[src/sv/bpa_ffs.sv]
module bpa_ffs (
  input  logic [63:0] word,
  output logic [5:0]  pos
);

  // lowest set bit
  always_comb begin
    pos = 6'd0;
    for (int b = 63; b >= 0; b--) begin
      if (word[b]) begin
        pos = 6'(b);
      end
    end
  end

endmodule

[config.mk]
export PLATFORM = sky130hd
export DESIGN_NAME = bpa_ffs
export DESIGN_NICKNAME = d
export VERILOG_FILES = /design/src/sv/bpa_ffs.sv
export SDC_FILE = /design/constraint.sdc
export NUM_CORES = 1
export LEC_CHECK = 0
export BUFFER_PORTS_ARGS = -buffer_cell sky130_fd_sc_hd__buf_2
export CAP_MARGIN = 20
export CORE_AREA = 8 8 62 64
export DETAILED_ROUTE_END_ITERATION = 10
export DIE_AREA = 0 0 70 72
export GPL_TIMING_DRIVEN = 0
export SLEW_MARGIN = 20
export SYNTH_ARGS = -nofsm -noshare
export SYNTH_HDL_FRONTEND = slang
export SYNTH_SLANG_ARGS = --single-unit
[constraint.sdc]
create_clock -name vclk -period 1.55
set_clock_uncertainty 0.1 [all_clocks]
set_input_delay 0.155 -clock vclk [all_inputs]
set_output_delay 0.155 -clock vclk [all_outputs]
set_load 0.005 [all_outputs]
==> results.txt, run 1 <==
* Result of the run: finished with violations
- The final reports fail on negative setup slack.
- The average instance in the mapped netlist occupies 5.618 sq um.
- Slack of the critical path: -0.2534 ns
- Counting the fill cells in the layout gives 320.
* Most frequent cells in the layout: 66 x sky130_fd_sc_hd__buf_2, 27 x sky130_fd_sc_hd__nor2_1, 13 x sky130_fd_sc_hd__a21oi_1, 12 x sky130_fd_sc_hd__inv_1, 11 x sky130_fd_sc_hd__nor3_1
- Vias per cell: 5.418
* Total negative slack: -0.5820 ns
- Endpoint type of the worst setup path: primary output
* Highest cell delay on the worst timing path: 0.53 ns
- In the synthesized netlist, the number of instances is 147.
- Data required time at the worst endpoint: 1.29 ns
- Launching element type of the critical path: input port
- The Yosys step of the flow raised 0 warnings.
- CTS hold repair buffers: 0
- The analysis attributes to cell leakage a power of 0.5746 nW.
* Number of sequential storage elements: 0
- The layout has 0 clock buffers.
- The critical path is of the in2out type.
* RSZ-0062 raised after global routing: yes
- Global-route usage over all layers: 12.16%
- Die width: 70 um
- The area growth from synthesis to layout is 65.61%.
- The floorplan step set the die height to 72 um.
- Measured against its own limit, the worst slew margin works out to 75.93%.
* Critical Path Slowest Stage Cell: sky130_fd_sc_hd__or4_4
- Via count: 1360
- Leftover overflow at the end of global routing: 0
* Number of maximum-capacitance constraint violations: 0
* First drt pass iteration count: 4
- Number of buffer cells added on primary ports: 70
- Final-report max-slew violation count: 0
- Final critical-path share of the clock period: 116.3%
* Wire length of the first global-routing pass: 5.630 mm
- Yosys top cell by area: sky130_fd_sc_hd__nor2_1
- Maximum clock rate: 554.5 MHz
- In this run the count of I/O pins placed on the die edge is 70.
* Final Util: 47.11%
- Cells traversed along the worst timing path: buf_8 > or4_4 > nand2b_4 > a31oi_1 > o22ai_1 > o31ai_2 > buf_2
* Detail Route Antenna Nets: 0
- Antenna violations before repair: 0
- Row cnt: 20
- The final layout contains 284 nets.
- Along the worst path, the maximum fanout reaches 4.
- Share of the yosys chip area belonging to registers: 0%
- The number of global-route vias before repair came to 1415.
- The number of nets handed over by synthesis was 211.
- Share of final-layout standard cells stronger than drive strength 1: 40.83%
- Syn Std Cell Area: 825.8 sq um
- After detailed routing, the number of remaining DRC violations is 0.
- Final Critical Period: 1.803 ns
* Arrival time of data at the critical path endpoint: 1.55 ns
- Leaving out filler cells and counting taps, the final layout contains 251.
* Setup violators final: 5
- Die footprint: 0.005040 sq mm
* Area fraction of the dominant cell type after synthesis: 12.73%
- Once detailed placement completed, the half-perimeter wirelength came to 2.939 mm.
- The netlist uses 32 different library cells.
* Cell types with the largest area share after synthesis: sky130_fd_sc_hd__nor2_1 13%, sky130_fd_sc_hd__nor4_1 9.8%, sky130_fd_sc_hd__a21oi_1 7.9%
* Most common cell after layout, fill and taps aside: sky130_fd_sc_hd__buf_2
- Worst setup slack after placement: -0.3131 ns
- Area of all sequential standard cells: 0 sq um
* Detailed router's first-iteration violation count: 53
- Initial Utilization: 28.45%
- For the pin with the worst max-slew slack, the measured transition is 0.3581 ns.
* Core area: 0.002903 sq mm
- The number of hold violations in the final report was 0.
- Maximum vdd ir drop: 99.84 uV
* P per Cell Area: 195.8 mW/mm^2
* Gp weighted congestion: 0.8700
- 0 antenna diodes ended up in the layout.
* Final WL: 3.411 mm
- In the final routed layout, each cell accounts on average for 13.59 um.
- The worst hold path belongs to the class in2out.
- In this run, placement finished with an instance count of 250.
* Pin count of the biggest net entering global routing: 6
==> cell usage after synthesis (2+ instances only) <==
library cell	number
sky130_fd_sc_hd__nand2b_1	3
sky130_fd_sc_hd__and3_1	2
sky130_fd_sc_hd__o311ai_0	5
sky130_fd_sc_hd__nor2b_1	3
sky130_fd_sc_hd__nor3_1	12
sky130_fd_sc_hd__o31ai_1	2
sky130_fd_sc_hd__a31oi_1	3
sky130_fd_sc_hd__nand4b_1	2
sky130_fd_sc_hd__o21bai_1	3
sky130_fd_sc_hd__or4_1	2
sky130_fd_sc_hd__o21a_1	3
sky130_fd_sc_hd__o31a_1	4
sky130_fd_sc_hd__nand3_1	7
sky130_fd_sc_hd__nor2_1	28
sky130_fd_sc_hd__a21oi_1	13
sky130_fd_sc_hd__o211ai_1	2
sky130_fd_sc_hd__nor4_1	13
sky130_fd_sc_hd__or3_1	3
sky130_fd_sc_hd__o21ai_0	6
sky130_fd_sc_hd__nand2_1	8
sky130_fd_sc_hd__inv_1	12
==> power breakdown <==
group	switching (mW)	internal (mW)	leakage [nW]	total, mW
combinational	0.144	0.124	0.575	0.268
clock	0	0	0	0
sequential	0	0	0	0
==> logic make-up (layout without fill, tap and decap cells) <==
kind of cell	Yosys count	after routing	share of synthesized area, %
compound gates	47	47	38.94
buf+inv	12	83	5.454
simple gates	88	88	55.61
==> area by class of cell <==
cell class                 count  area, sq um  share of cell area [%]
multi-input combinational    135        898.4                   65.69
timing repair buffer          71        382.9                   28.00
inverter                      12        45.04                   3.294
tap                           33        41.29                   3.019
==> final timing paths <==
path	from	endpoint	slack, ns	cells after the start
setup / recovery	word[59]	pos[2]	-0.25	7
hold / removal	word[1]	pos[3]	0.58	5
==> metrics by stage <==
step / hold slack (ns) / area [sq um] / power (mW)
2_1_floorplan: 0.3439 / 825.8 / 0.08452
3_3_place_gp: 0.6056 / 1217 / 0.2303
3_5_place_dp: 0.6076 / 1217 / 0.2307
4_1_cts: 0.5939 / 1286 / 0.2474
5_1_grt: 0.6421 / 1368 / 0.2976
6_report: 0.5837 / 1368 / 0.2678
==> critical path, delay by kind of cell <==
family | cells | cell delay, ns
and+or+nand+nor | 2 | 0.68
AOI/OAI and AO/OA | 3 | 0.45
buffers and inverters | 2 | 0.25
==> routing by layer <==
| layer | vias up | GRT usage [%] | wire (um) |
|---|---|---|---|
| li1 | 718 | - | - |
| met1 | 599 | 14.07 | 1520 |
| met2 | 43 | 22.54 | 1608 |
| met3 | 0 | 3.820 | 282 |
| met4 | 0 | 0 | 0 |
| met5 | - | 0 | 0 |
==> timing repair <==
item / CTS / global route
buffers inserted: 0 / 1
resized for setup: 15 / 15
endpoints found under the setup margin: 6 / 6
pin swaps: 2 / 4
Power figures use the tool's default switching activity.
==> inputs of run 2 (changes only) <==
- BUFFER_PORTS_ARGS: -buffer_cell sky130_fd_sc_hd__buf_2 -> -buffer_cell sky130_fd_sc_hd__clkbuf_2
- clock period: 1.55 -> 1.8 ns (I/O delays scaled with it)
==> results.txt, run 2 (synthesis results as in run 1) <==
- Result of the run: finished with violations (unchanged).
- Violated checks: negative setup slack (unchanged).
- CTS hold repair buffers: 0 (unchanged)
* Most frequent cells in the layout: 64 x sky130_fd_sc_hd__clkbuf_2, 28 x sky130_fd_sc_hd__nor2_1, 13 x sky130_fd_sc_hd__a21oi_1, 12 x sky130_fd_sc_hd__inv_1, 11 x sky130_fd_sc_hd__nor3_1 (was 66 x sky130_fd_sc_hd__buf_2, 27 x sky130_fd_sc_hd__nor2_1, 13 x sky130_fd_sc_hd__a21oi_1, 12 x sky130_fd_sc_hd__inv_1, 11 x sky130_fd_sc_hd__nor3_1)
- Maximum clock rate: 538.3 MHz
- The number of hold violations in the final report came to 0 (unchanged).
* Total negative slack: -0.05758 ns (was -0.5820 ns)
- Half-perimeter wire length after detailed placement: 2.940 mm (was 2.939 mm)
* Initial Utilization: 28.45% (unchanged)
* Boundary Pins: 70 (unchanged)
- The number of antenna violations at the first check in global routing came to 0 (unchanged).
- Die width: 70 um (unchanged)
- The detailed-route wire length came to 3.514 mm (was 3.411 mm).
* Largest fanout on the critical path: 2 (was 4)
* P per Cell Area: 169.0 mW/mm^2 (was 195.8 mW/mm^2)
- The leakage power is 0.6070 nW (was 0.5746 nW).
- Final Critical Period: 1.858 ns
- The filler cell count was 336 (was 320).
- The standard-cell row count is 20 (unchanged).
- Setup violators final: 1 (was 5)
- Leftover overflow at the end of global routing: 0 (unchanged)
- RSZ-0062 raised after global routing: yes (unchanged)
- Antenna diode count: 0 (unchanged)
- Area Growth Syn to Fin: 66.36% (was 65.61%)
* Area of all sequential standard cells: 0 sq um (unchanged)
* Gp weighted congestion: 0.8938 (was 0.8700)
- Pin count of the biggest net entering global routing: 6 (unchanged)
* Start point of the worst hold path: word[1] (unchanged)
- Detail Route Antenna Nets: 0 (unchanged)
- Wire length of the first global-routing pass: 5.278 mm (was 5.630 mm)
- The layout net count is 286 (was 284).
- Share of final-layout standard cells stronger than drive strength 1: 39.55% (was 40.83%)
- The post-route worst setup slack came to -0.05758 ns (was -0.2534 ns).
- Vias per cell: 5.498 (was 5.418)
- The number of design rule violations left after detail routing came to 0 (unchanged).
- Data required time at the worst endpoint: 1.52 ns (was 1.29 ns)
- The count of maximum capacitance violations is 0 (unchanged).
* Global-route usage over all layers: 11.38% (was 12.16%)
* Via count of the first global-routing pass: 1335 (was 1415)
* Final critical-path share of the clock period: 103.2%
- The number of stages on the worst hold path was 5 (unchanged).
- Final Util: 47.33% (was 47.11%)
* Maximum vdd ir drop: 87.40 uV (was 99.84 uV)
* Clkbuf count: 0 (unchanged)
- The area of the core is 0.002903 sq mm (unchanged).
- The floorplan die area is 0.005040 sq mm (unchanged).
* Final-report max-slew violation count: 0 (unchanged)
- The startpoint type of the worst setup path is an input port (unchanged).
* Routed wirelength normalized by instance count: 13.89 um (was 13.59 um)
- Via count: 1391 (was 1360)
* Measured slew at the worst slew-check pin: 0.4312 ns (was 0.3581 ns)
- The endpoint of the worst hold path was pos[3] (unchanged).
* Post-route cell area: 0.001374 sq mm (was 0.001368 sq mm)
* Number of sequential storage elements: 0 (unchanged)
- Placed instance area: 0.001217 sq mm (unchanged)
- The area used by multi-input combinational logic was 883.3 sq um (was 898.4 sq um).
- First drt pass iteration count: 4 (unchanged)
- The endpoint class of the critical path is a primary output (unchanged).
- Min-Delay Path Class: in2out (unchanged)
- Setup CP Type: in2out (unchanged)
* Most common cell after layout, fill and taps aside: sky130_fd_sc_hd__clkbuf_2 (was sky130_fd_sc_hd__buf_2)
* Max-Slew Margin vs Limit: 70.99% (was 75.93%)
- The die height was 72 um (unchanged).
- The worst endpoint data arrival time was 1.58 ns (was 1.55 ns).
- The DRC marker count from the first detailed-route iteration was 41 (was 53).
* Number of buffer cells added on primary ports: 70 (unchanged)
## run 2: cell count changes in the layout (fill, tap and decap cells not counted), moves of 2 or more
cell / change
sky130_fd_sc_hd__buf_2: -64
sky130_fd_sc_hd__nor4_1: +3
sky130_fd_sc_hd__nor4_2: -3
sky130_fd_sc_hd__clkbuf_2: +64
sky130_fd_sc_hd__o311ai_0: +2
## run 2: stage by stage
stage                     instances  power (mW)  setup WS [ns]  hold WS (ns)
final                           253      0.2322       -0.05758        0.6261
after global routing            253      0.2562        -0.1391        0.6691
after CTS                       250      0.2046        -0.1232        0.6491
after detailed placement        250      0.1977        -0.1585        0.6476
after global placement          250      0.1980        -0.1262        0.6448
after floorplan                 147     0.07278         0.2556        0.3939
## run 2: report_power, final
| part | switching (mW) | internal [mW] |
|---|---|---|
| registers | 0 | 0 |
| logic | 0.123 | 0.110 |
| clock network | 0 | 0 |
| total | 0.123 | 0.110 |
## run 2: area by class of cell
| type | count | area share, % |
|---|---|---|
| Inverter | 12 | 3.279 |
| Timing Repair Buffer | 73 | 29.42 |
| Tap cell | 33 | 3.005 |
| Multi-Input combinational cell | 135 | 64.30 |
## run 2: how the worst max path moves through the flow
stage	from	end	slack (ns)	depth (start not counted)
2_1_floorplan	word[59]	pos[2]	0.26	5
3_3_place_gp	word[62]	pos[0]	-0.13	7
3_5_place_dp	word[62]	pos[0]	-0.16	7
4_1_cts	word[59]	pos[2]	-0.12	7
5_1_grt	word[56]	pos[2]	-0.14	7
6_report	word[56]	pos[2]	-0.06	7
## run 2: routing by layer
| layer | vias to the layer above | part of all wire, % | track usage [%] |
|---|---|---|---|
| li1 | 723 | - | - |
| met1 | 619 | 44 | 13.16 |
| met2 | 49 | 48 | 21.52 |
| met3 | 0 | 8.2 | 3.001 |
| met4 | 0 | 0 | 0 |
| met5 | - | 0 | 0 |
## run 2: timing repair
action                     4_1_cts  5_1_grt
hold endpoints to repair         0        0
gates cloned                     0        0
setup buffers                    0        3
setup endpoints to repair        2        6
gates resized for setup          5       22
pin swaps                        0       10
## run 2: critical path, stage by stage
cell and delay, ns:
sky130_fd_sc_hd__buf_8 0.09, sky130_fd_sc_hd__or4_4 0.53, sky130_fd_sc_hd__nand2b_4 0.17, sky130_fd_sc_hd__a31oi_4 0.12, sky130_fd_sc_hd__o22ai_2 0.10, sky130_fd_sc_hd__o31ai_2 0.23
sky130_fd_sc_hd__buf_2 0.15
